**src/hdl/pt6k_pkg.sv**
```systemverilog
package pt6k_pkg;

    // Fixed constants of the 6k +/- 1 trial division
    localparam int unsigned C_TWO         = 2;
    localparam int unsigned C_THREE       = 3;
    localparam int unsigned C_TRIAL_FIRST = 5;
    localparam int unsigned C_TRIAL_STEP  = 6;
    localparam int unsigned C_PAIR_GAP    = 2;

    // Command from the sequencer to the shared divider
    typedef struct packed {
        logic start;
    } t_div_ctl;

    // Status from the shared divider back to the sequencer
    typedef struct packed {
        logic done;
        logic rem_zero;
    } t_div_sts;

endpackage

```
**src/hdl/pt6k_div.sv**
```systemverilog
module pt6k_div #(
    parameter int WIDTH = 32
) (
    input  logic                i_clk,
    input  logic                i_rst_n,
    input  pt6k_pkg::t_div_ctl  i_ctl,
    input  logic [WIDTH-1:0]    i_dividend,
    input  logic [WIDTH-1:0]    i_divisor,
    output pt6k_pkg::t_div_sts  o_sts,
    output logic [WIDTH-1:0]    o_quotient
);
    import pt6k_pkg::*;

    localparam int CW = $clog2(WIDTH);

    logic [WIDTH-1:0] r_rem, n_rem;
    logic [WIDTH-1:0] r_quo, n_quo;
    logic [WIDTH-1:0] r_div;
    logic [CW-1:0]    r_cnt;
    logic             r_busy;
    logic             r_done;

    logic [WIDTH:0]   shifted;
    logic [WIDTH+1:0] diff;
    logic             q_bit;

    // One restoring step: shift in the next dividend bit, try a subtract
    always_comb begin
        shifted = {r_rem, r_quo[WIDTH-1]};
        diff    = {1'b0, shifted} - {2'b00, r_div};
        q_bit   = ~diff[WIDTH+1];
        n_rem   = q_bit ? diff[WIDTH-1:0] : shifted[WIDTH-1:0];
        n_quo   = {r_quo[WIDTH-2:0], q_bit};
    end

    // Load a new division or advance the running one
    always_ff @(posedge i_clk) begin
        if (!i_rst_n) begin
            r_busy <= 1'b0;
            r_done <= 1'b0;
            r_cnt  <= '0;
        end else begin
            r_done <= r_busy && (r_cnt == '0);
            if (i_ctl.start) begin
                r_busy <= 1'b1;
                r_cnt  <= CW'(WIDTH - 1);
            end else if (r_busy) begin
                r_cnt <= r_cnt - 1'b1;
                if (r_cnt == '0) begin
                    r_busy <= 1'b0;
                end
            end
        end
    end

    // Datapath registers need no reset
    always_ff @(posedge i_clk) begin
        if (i_ctl.start) begin
            r_rem <= '0;
            r_quo <= i_dividend;
            r_div <= i_divisor;
        end else if (r_busy) begin
            r_rem <= n_rem;
            r_quo <= n_quo;
        end
    end

    assign o_sts.done     = r_done;
    assign o_sts.rem_zero = (r_rem == '0);
    assign o_quotient     = r_quo;

endmodule

```
**src/hdl/primality_test_6k_trial_division.sv**
```systemverilog
// Channel   Direction  Handshake            Payload
// input     in         i_valid / o_stall    i_number   (WIDTH bits, unsigned)
// result    out        o_valid / i_stall    o_is_prime (1 bit)
//
// Each remainder is computed on the one shared bit-serial divider.
// Values below 4 and even values need no division, multiples of 3 need one;
// others need up to 2 + 2*P divisions, P pairs of 6k-1/6k+1 tried
// (P up to about sqrt(value)/6), the last remainder only ending the loop.
// Reset is synchronous and active low; it clears the sequencer and result valid.
// A stalled result is held in the output register while the next item is tested.
module primality_test_6k_trial_division #(
    parameter int WIDTH = 32
) (
    input  logic             i_clk,
    input  logic             i_rst_n,
    input  logic             i_valid,
    output logic             o_stall,
    input  logic [WIDTH-1:0] i_number,
    output logic             o_valid,
    input  logic             i_stall,
    output logic             o_is_prime
);
    import pt6k_pkg::*;

    typedef enum logic [4:0] {
        S_IDLE   = 5'b00001,
        S_MOD3   = 5'b00010,
        S_DIV_LO = 5'b00100,
        S_DIV_HI = 5'b01000,
        S_DONE   = 5'b10000
    } t_state;

    t_state           r_state, n_state;
    logic [WIDTH-1:0] r_num, n_num;
    logic [WIDTH-1:0] r_d, n_d;
    logic             r_res, n_res;
    logic             r_out_valid, n_out_valid;
    logic             r_is_prime;
    logic             out_load;

    t_div_ctl         div_ctl;
    t_div_sts         div_sts;
    logic [WIDTH-1:0] div_dividend;
    logic [WIDTH-1:0] div_divisor;
    logic [WIDTH-1:0] div_quo;

    pt6k_div #(.WIDTH(WIDTH)) u_div (
        .i_clk      (i_clk),
        .i_rst_n    (i_rst_n),
        .i_ctl      (div_ctl),
        .i_dividend (div_dividend),
        .i_divisor  (div_divisor),
        .o_sts      (div_sts),
        .o_quotient (div_quo)
    );

    // Sequence the divisions: 3, then pairs d and d+2 with d = 5, 11, 17, ...
    always_comb begin
        n_state       = r_state;
        n_num         = r_num;
        n_d           = r_d;
        n_res         = r_res;
        out_load      = 1'b0;
        div_ctl.start = 1'b0;
        div_dividend  = r_num;
        div_divisor   = r_d + WIDTH'(C_PAIR_GAP);
        case (r_state)
            S_IDLE: begin
                div_dividend = i_number;
                div_divisor  = WIDTH'(C_THREE);
                if (i_valid) begin
                    n_num = i_number;
                    if (i_number < WIDTH'(C_TWO)) begin
                        n_res   = 1'b0;
                        n_state = S_DONE;
                    end else if (i_number == WIDTH'(C_TWO) ||
                                 i_number == WIDTH'(C_THREE)) begin
                        n_res   = 1'b1;
                        n_state = S_DONE;
                    end else if (!i_number[0]) begin
                        n_res   = 1'b0;
                        n_state = S_DONE;
                    end else begin
                        div_ctl.start = 1'b1;
                        n_state       = S_MOD3;
                    end
                end
            end
            S_MOD3: begin
                div_divisor = WIDTH'(C_TRIAL_FIRST);
                if (div_sts.done) begin
                    if (div_sts.rem_zero) begin
                        n_res   = 1'b0;
                        n_state = S_DONE;
                    end else begin
                        n_d           = WIDTH'(C_TRIAL_FIRST);
                        div_ctl.start = 1'b1;
                        n_state       = S_DIV_LO;
                    end
                end
            end
            S_DIV_LO: begin
                div_divisor = r_d + WIDTH'(C_PAIR_GAP);
                if (div_sts.done) begin
                    // d > number / d means d * d > number: no divisor left
                    if (r_d > div_quo) begin
                        n_res   = 1'b1;
                        n_state = S_DONE;
                    end else if (div_sts.rem_zero) begin
                        n_res   = 1'b0;
                        n_state = S_DONE;
                    end else begin
                        div_ctl.start = 1'b1;
                        n_state       = S_DIV_HI;
                    end
                end
            end
            S_DIV_HI: begin
                div_divisor = r_d + WIDTH'(C_TRIAL_STEP);
                if (div_sts.done) begin
                    if (div_sts.rem_zero) begin
                        n_res   = 1'b0;
                        n_state = S_DONE;
                    end else begin
                        n_d           = r_d + WIDTH'(C_TRIAL_STEP);
                        div_ctl.start = 1'b1;
                        n_state       = S_DIV_LO;
                    end
                end
            end
            S_DONE: begin
                // Hand the result over once the output register is free
                if (!r_out_valid || !i_stall) begin
                    out_load = 1'b1;
                    n_state  = S_IDLE;
                end
            end
            default: begin
                n_state = S_IDLE;
            end
        endcase
    end

    // Hold the result until the transfer on the output side
    always_comb begin
        n_out_valid = r_out_valid;
        if (out_load) begin
            n_out_valid = 1'b1;
        end else if (!i_stall) begin
            n_out_valid = 1'b0;
        end
    end

    always_ff @(posedge i_clk) begin
        if (!i_rst_n) begin
            r_state     <= S_IDLE;
            r_out_valid <= 1'b0;
        end else begin
            r_state     <= n_state;
            r_out_valid <= n_out_valid;
        end
    end

    always_ff @(posedge i_clk) begin
        r_num <= n_num;
        r_d   <= n_d;
        r_res <= n_res;
        if (out_load) begin
            r_is_prime <= r_res;
        end
    end

    assign o_stall    = (r_state != S_IDLE);
    assign o_valid    = r_out_valid;
    assign o_is_prime = r_is_prime;

endmodule

```
**config.mk**
```make
export PLATFORM = sky130hd
export DESIGN_NAME = primality_test_6k_trial_division
export DESIGN_NICKNAME = d
export VERILOG_FILES = /design/src/hdl/pt6k_pkg.sv /design/src/hdl/pt6k_div.sv /design/src/hdl/primality_test_6k_trial_division.sv
export SDC_FILE = /design/constraint.sdc
export NUM_CORES = 1
export LEC_CHECK = 0
export BUFFER_PORTS_ARGS = -buffer_cell sky130_fd_sc_hd__buf_2
export CORE_UTILIZATION = 55
export DETAILED_ROUTE_END_ITERATION = 10
export GPL_ROUTABILITY_DRIVEN = 0
export PLACE_DENSITY = 0.71
export SLEW_MARGIN = 20
export SYNTH_ARGS = -nofsm -noshare
export SYNTH_HDL_FRONTEND = slang
export SYNTH_SLANG_ARGS = --single-unit
```
**constraint.sdc**
```tcl
create_clock -name i_clk -period 8.2 [get_ports i_clk]
set_clock_uncertainty 0.05 [all_clocks]
set_input_delay 0.82 -clock i_clk [delete_from_list [all_inputs] [get_ports i_clk]]
set_output_delay 0.82 -clock i_clk [all_outputs]
set_load 0.005 [all_outputs]
```
==> impl_metrics.ini, run 1 <==
[clock_network]
cts_setup_buffers = 0
ctsResizeCount = 0
path_clk_slew_ps = 70
cts_max_path_buffers = 2
clk-insertion-delay-late_ps = 440
cts_buffers = 17
clock-sinks = 174
clockRootBuffer = clkbuf_16
cts_htree_levels = 4
postCtsHoldBufs = 0
cts_tree = done

[power_and_ir_drop]
power_density_mw_per_mm2 = 297
ir_worst_vdd_v = 0.000148
cellLeakagePower_nw = 4.74

[cells_and_area]
fillers = 1682
fin_area_mm2 = 0.0121
n_antenna_cell = 0
drive_above_1_share_pct = 8.32
nets = 1293
syn2layout_area_growth_pct = 8.62

[worst_setup_path]
cp_max_fo = 80
max_stage_delay_ps = 630
cp-end-kind = flop
critPathLaunchType = flop
crit_chain = ha_1 -> nand4_1 -> nor3_1 -> o31ai_1 -> a21boi_0 -> o21ba_4 -> buf_4 -> and2_1 -> a32o_1
crit_slowest_cell = buf_4
cp_data_arrival_time_ps = 4080
path_class = flop to flop
cp.required_ps = 8520

[synth]
synth_async_sr_flop_share_pct = 0
syn-num-nets = 1289
synth_top_area_share_pct = 34.8
synthCells = 1185
netlist_top_cells_count = edfxtp_1, o21ai_0, nand2_1
ys.flop_type = edfxtp_1
ys_ff_latch = 174
yosysTopAreaCell = edfxtp_1
synth.cell_area_mm2 = 0.0111
synth_area_leaders = edfxtp_1, dfxtp_1, ha_1
syn_area_per_cell_um2 = 9.39
synth_cell_type_count = 75
synth-edff-count = 129
yosysMostFrequentCell = edfxtp_1
ys.warnings.count = 0
synth-seq-area-share_pct = 42.9

[grt]
antenna_found_initial = 0
grt_overflow = 0
grt_pass1_wl_mm = 42.5
grt_start_max_net_pins = 81
grt_use_total_pct = 26.6
grt_pass1_vias = 8306

[floorplanning]
io_pins = 39
die_x_um = 144
rows = 51
dieArea_mm2 = 0.0208
coreArea_mm2 = 0.0197
initial_core_util_pct = 56.6
die_h_um = 144

[run_status]
outcome = completed

[route]
vias = 8942
drc = 0
initialDrtViolationCount = 574
first_pass_iters = 5
viasPerCell = 6.10
wire_per_inst_um = 18.0
wl_mm = 26.3
final_antenna_net_count = 0

[placed_design]
hpwl_mm = 19.1
portBuffers = 38
placed_cell_area_mm2 = 0.0115

[sta]
timing.final.crit_share_pct = 45.8
relSlewSlack_pct = 45.5
rsz0062_at_grt = false
max_freq_mhz = 266
tightestPinTransition_ps = 809
period_needed_ps = 3760
fin_setup_tns_ps = 0
slew_viol_final = 0
hold_violations = 0
finalSetupViolCount = 0

[job]
cap_violations = 0

[worst_hold_path]
hp-class = flop to flop
-- placed cells by master (no fill, tap or decap), drive strengths merged, types with 4 or more instances in the layout --
cell type,count
and3,17
a21o,23
ha,67
and4,8
buf,48
a211oi,4
a21oi,60
o21ai,99
inv,81
nand3b,11
o21a,7
nor2b,9
xnor2,32
o31ai,8
clkbuf,25
nor4b,4
o22ai,28
nor2,81
nand2b,6
or2,6
nand4,23
xor2,46
nor3,14
nand2,88
dfxtp,45
and2,9
o211ai,11
a221oi,4
a31o,4
a31oi,27
edfxtp,129
mux2i,33
a22oi,5
nor4,20
a21boi,11
nand3,63
-- final cells by class --
cell class                      count  area [µm²]  area share, %
Clock buffer                       25         528           4.37
Tap cell                          265         332           2.74
Timing Repair Buffer               48         265           2.20
Multi-Input combinational cell    869        5790           47.9
Sequential cell                   174        4780           39.5
Inverter                           79         297           2.45
Clock inverter                      7        97.6          0.808
-- per-stage QoR --
step	power, W	worst slack, ps	std cells	hold WS (ps)	util, %
after floorplan	0.00237	5000	1185	376	-
after global placement	0.00270	4440	1435	408	58.3
after detailed placement	0.00272	4370	1435	402	58.3
after CTS	0.00358	4470	1467	418	61.5
after global routing	0.00381	4090	1467	438	61.5
final	0.00358	4440	1467	419	61.5
-- routing by layer --
| layer | GRT usage, % | routed length, µm |
|---|---|---|
| met1 | 35.4 | 12100 |
| met2 | 43.6 | 12400 |
| met3 | 4.47 | 1250 |
| met4 | 9.92 | 604 |
| met5 | 0 | 0 |
-- critical path, delay by kind of cell (launching register included) --
family,cells,cell delay (ps)
compound gates,4,1160
fa+ha+maj,1,400
buf+inv,1,630
flops,1,540
simple gates,3,830
-- path summary, 6_finish.rpt --
check	start	to	slack, ps	cells after the start
max reg2reg	r_d[14]	u_div.r_rem[1]	4440	9
min reg2reg	r_res	o_is_prime	420	0
max	r_d[14]	u_div.r_rem[1]	4440	9
min	r_res	o_is_prime	420	0
-- flip-flops by register name, indices dropped and copies added, names as in the netlist --
register	cells
r_num	32
u_div.o_quotient	32
u_div.r_div	32
u_div.r_rem	32
r_d	31
r_state	5
u_div.r_cnt	5
o_is_prime	1
o_valid	1
r_res	1
u_div.r_busy	1
u_div.r_done	1
-- cells by family after synthesis --
kind of cell             synth area share, %
multiplexers                            3.07
AND/OR/NAND/NOR                         16.5
AO/OA/AOI/OAI                           18.4
adder cells (fa/ha/maj)                 7.72
other                                 0.0337
flip-flops                              42.9
buffers and inverters                   5.17
XOR/XNOR                                6.14
-- power breakdown --
group	leakage (nW)	internal, W	total (W)	switching (W)
logic	2.87	0.000587	0.00149	0.000898
registers	1.56	0.00113	0.00125	0.000122
clock network	0.309	0.000512	0.000850	0.000338
(Power assumes the default switching activity.)
==> inputs of run 2 (changes only) <==
- clock period: 8.2 -> 3.9 ns (I/O delays scaled with it)
==> impl_metrics.ini, run 2 (same netlist as run 1, synthesis figures left out) <==
[run_status]
outcome = completed

[worst_setup_path]
reg2reg_slack_ps = 420
cp-end-kind = flop
critPathLaunchType = flop
reg2reg_depth = 9
r2r_start = r_d[30]
r2r-end = u_div.r_rem[18]
cp_max_fo = 39
cp_data_arrival_time_ps = 3790
cp.required_ps = 4210
crit_end = u_div.r_rem[18]
path_class = flop to flop
critPathLaunch = r_d[30]

[cells_and_area]
layout_commonest_cell = edfxtp_1
finalCoreUtilization_pct = 61.6
nets = 1302
n_antenna_cell = 0
syn2layout_area_growth_pct = 8.75
layout_common_cells = edfxtp_1, o21ai_0, nand2_1
drive_above_1_share_pct = 8.59
fin_area_mm2 = 0.0121
fillers = 1700

[placed_design]
portBuffers = 38
placed_cell_area_mm2 = 0.0115
hpwl_mm = 19.1

[clock_network]
clock-sinks = 174
cts_tree = done
clk-insertion-delay-late_ps = 420
cts_htree_levels = 4
postCtsHoldBufs = 0
ctsResizeCount = 0
cts_buffers = 17
cts_setup_buffers = 0
cts_max_path_buffers = 2
clockRootBuffer = clkbuf_16
path_clk_slew_ps = 60

[grt]
grt_overflow = 0
grt_pass1_vias = 8063
antenna_found_initial = 0
grt_use_total_pct = 25.6
grt_start_max_net_pins = 68
grt_pass1_wl_mm = 40.9

[sta]
finalSetupViolCount = 0
period_needed_ps = 3480
rsz0062_at_grt = false
tightestPinTransition_ps = 771
hold_violations = 0
max_freq_mhz = 287
slew_viol_final = 0
timing.final.crit_share_pct = 89.2
relSlewSlack_pct = 48.4
fin_setup_tns_ps = 0

[route]
final_antenna_net_count = 0
wire_per_inst_um = 17.3
first_pass_iters = 5
initialDrtViolationCount = 701
vias = 8786
viasPerCell = 5.95
wl_mm = 25.5
drc = 0

[floorplanning]
coreArea_mm2 = 0.0197
dieArea_mm2 = 0.0208
die_x_um = 144
die_h_um = 144
io_pins = 39
rows = 51
initial_core_util_pct = 56.6

[power_and_ir_drop]
cellLeakagePower_nw = 4.75
ir_worst_vdd_v = 0.000327
power_density_mw_per_mm2 = 613

[worst_hold_path]
hp-class = input port to flop

[job]
cap_violations = 0
[run 2: through the flow]
stage	worst slack (ps)	hold slack [ps]	instances	total power, W
after floorplan	701	376	1185	0.00499
after global placement	529	393	1444	0.00570
after detailed placement	521	396	1444	0.00572
after CTS	485	111	1476	0.00740
after global routing	244	104	1476	0.00789
final	421	127	1476	0.00741
[run 2: layer usage]
metal / part of all wire (%) / GRT usage (%) / vias to the layer above
met5: 0 / 0 / -
met4: 2.7 / 11.0 / 0
li1: - / - / 4416
met1: 46 / 34.1 / 4098
met3: 4.8 / 4.34 / 34
met2: 46 / 41.0 / 238
[run 2: critical path, stage by stage (launching register included)]
cell	delay (ps)
edfxtp_1	480
ha_1	380
nand4_1	190
nor4_1	540
a21boi_0	580
o21ba_4	320
buf_4	390
nand3_1	130
o31ai_1	220
a31o_1	130
[run 2: how the worst min path moves through the flow]
stage,startpoint,endpoint,slack (ps),cells past startpoint
2_1_floorplan,r_res,o_is_prime,380,0
3_3_place_gp,r_res,o_is_prime,390,0
3_5_place_dp,r_res,o_is_prime,400,0
4_1_cts,i_number[8],r_num[8],110,1
5_1_grt,i_number[8],r_num[8],100,1
6_report,i_number[8],r_num[8],130,1
[run 2: power breakdown]
| group | switching, W | internal [W] |
|---|---|---|
| clock network | 0.000672 | 0.000999 |
| registers | 0.000254 | 0.00237 |
| logic | 0.00186 | 0.00126 |
| total | 0.00279 | 0.00463 |
[run 2: final cells by class]
class                      count  area (µm²)  area share [%]
clock buffer                  26         490            4.05
clock inverter                 6        82.6           0.683
inverter                      79         297            2.45
multi-input combinational    869        5790            47.8
sequential                   174        4780            39.5
tap                          265         332            2.74
timing repair buffer          57         333            2.75
==> inputs of run 3 (changes only) <==
- SYNTH_HIERARCHICAL: unset -> 1
==> impl_metrics.ini, run 3 <==
[placed_design]
hpwl_mm = 17.8
portBuffers = 38

[synth]
synth_area_leaders = edfxtp_1, dfxtp_1, ha_1
syn_area_per_cell_um2 = 9.82
synth_async_sr_flop_share_pct = 0
synth_cell_type_count = 84
synth.cell_area_mm2 = 0.0114
synth-seq-area-share_pct = 42.0
synthCells = 1159
netlist_top_cells_count = edfxtp_1, nor2_1, a21oi_1
ys_ff_latch = 174
yosysTopAreaCell = edfxtp_1
ys.warnings.count = 6
ys.flop_type = edfxtp_1
synth_top_area_share_pct = 34.0
synth-edff-count = 129
syn-num-nets = 1263

[sta]
fin_setup_tns_ps = 0
finalSetupViolCount = 0
holdWs_ps = 104
rsz0062_at_grt = false
timing.final.crit_share_pct = 86.1
relSlewSlack_pct = 43.5
period_needed_ps = 3360
max_freq_mhz = 298
slew_viol_final = 0
tightestPinTransition_ps = 848
hold_violations = 0

[power_and_ir_drop]
ir_worst_vdd_v = 0.000301
cellLeakagePower_nw = 4.84
power_density_mw_per_mm2 = 574
p_sw_w = 0.00257
combPwrFrac_pct = 39.5
power_frac_seq_pct = 37.2
switching_share_pct = 36.5
clock_power_share_pct = 23.3
intPower_w = 0.00446

[worst_setup_path]
path_class = flop to flop
cp_data_arrival_time_ps = 3580
cp_max_fo = 77
critPathBufInv = 1
cp.required_ps = 4120
crit_chain = ha_1 -> nand4_1 -> nor4_1 -> nand3_1 -> a22o_1 -> o31ai_4 -> buf_12 -> a21oi_1 -> a21oi_1
critPathLaunchType = flop
cp-end-kind = flop
max_stage_delay_ps = 570
worst_path_most_repeated_cell = a21oi_1
crit_slowest_cell = edfxtp_1
path_delay_family = compound AO/OA/AOI/OAI gates

[clock_network]
cts_max_path_buffers = 2
postCtsHoldBufs = 0
cts_htree_levels = 4
cts_setup_buffers = 0
clockRootBuffer = clkbuf_16
ctsResizeCount = 0
clock-sinks = 174
path_clk_slew_ps = 70
cts_buffers = 17
cts_tree = done
clk-insertion-delay-late_ps = 440

[cells_and_area]
nets = 1272
fillers = 1715
syn2layout_area_growth_pct = 7.80
layout_common_cells = edfxtp_1, nor2_1, a21oi_1
layout_commonest_cell = edfxtp_1
drive_above_1_share_pct = 14.8
n_antenna_cell = 0

[worst_hold_path]
hp-class = input port to flop

[grt]
grt_pass1_wl_mm = 40.7
grt_overflow = 0
grt_use_total_pct = 23.9
grt_pass1_vias = 8122
grt_start_max_net_pins = 78
antenna_found_initial = 0

[route]
wire_per_inst_um = 16.9
first_pass_iters = 6
initialDrtViolationCount = 465
vias = 8559
viasPerCell = 5.90
wl_mm = 24.5
drc = 0
final_antenna_net_count = 0

[floorplanning]
rows = 52
initial_core_util_pct = 56.2
die_x_um = 146
dieArea_mm2 = 0.0213
die_h_um = 146
io_pins = 39
coreArea_mm2 = 0.0202

[job]
cap_violations = 0

[run_status]
outcome = completed
run 3: cell type report:
cell class,instances,area [µm²],area share (%)
Clock buffer,19,433,3.53
Clock inverter,13,113,0.918
Inverter,83,312,2.54
Multi-Input combinational cell,844,6010,49.0
Sequential cell,174,4780,38.9
Tap cell,270,338,2.75
Timing Repair Buffer,48,290,2.37
run 3: worst paths after layout:
check | end | depth (start not counted) | startpoint | slack [ps]
worst max register to register | u_div/o_quotient[0] | 9 | r_d[14] | 540
worst min-delay path | r_num[25] | 1 | i_number[25] | 100
worst min register to register | o_is_prime | 0 | r_res | 400
worst max-delay path | u_div/o_quotient[0] | 9 | r_d[14] | 540
run 3: logic make-up after synthesis:
| family | Yosys count | share of synthesized area [%] |
|---|---|---|
| buffers and inverters | 141 | 5.43 |
| AOI/OAI and AO/OA | 282 | 16.6 |
| muxes | 76 | 7.38 |
| xor gates and xnor gates | 69 | 5.31 |
| other | 1 | 0.0330 |
| adders and majority gates | 68 | 7.54 |
| and+or+nand+nor | 348 | 15.7 |
| DFF | 174 | 42.0 |
run 3: layer usage:
layer / share of wire [%] / vias to the layer above / global-route usage [%]
li1: - / 4292 / -
met1: 46 / 3968 / 32.4
met2: 46 / 254 / 38.6
met3: 5.2 / 45 / 3.76
met4: 2.3 / 0 / 9.05
met5: 0 / - / 0
run 3: through the flow:
stage	instances	setup WS (ps)	utilization [%]	area, µm²	power (W)
after floorplan	1159	34.6	-	11400	0.00483
after global placement	1419	558	57.9	11700	0.00534
after detailed placement	1419	531	57.9	11700	0.00538
after CTS	1451	518	60.6	12300	0.00704
after global routing	1451	309	60.6	12300	0.00749
final	1451	542	60.6	12300	0.00704
run 3: worst reg2reg max path: stages, from the launching register on:
cell	delay (ps)
edfxtp_1	570
ha_1	420
nand4_1	180
nor4_1	420
nand3_1	170
a22o_1	330
o31ai_4	310
buf_12	370
a21oi_1	210
a21oi_1	190
run 3: power groups by stage:
| stage | sequential, W | combinational [W] | clock, W |
|---|---|---|---|
| final | 0.00262 | 0.00278 | 0.00164 |
| after global routing | 0.00266 | 0.00309 | 0.00174 |
| after CTS | 0.00262 | 0.00276 | 0.00167 |
| after detailed placement | 0.00266 | 0.00273 | 0 |
| after global placement | 0.00265 | 0.00269 | 0 |
| after floorplan | 0.00254 | 0.00229 | 0 |
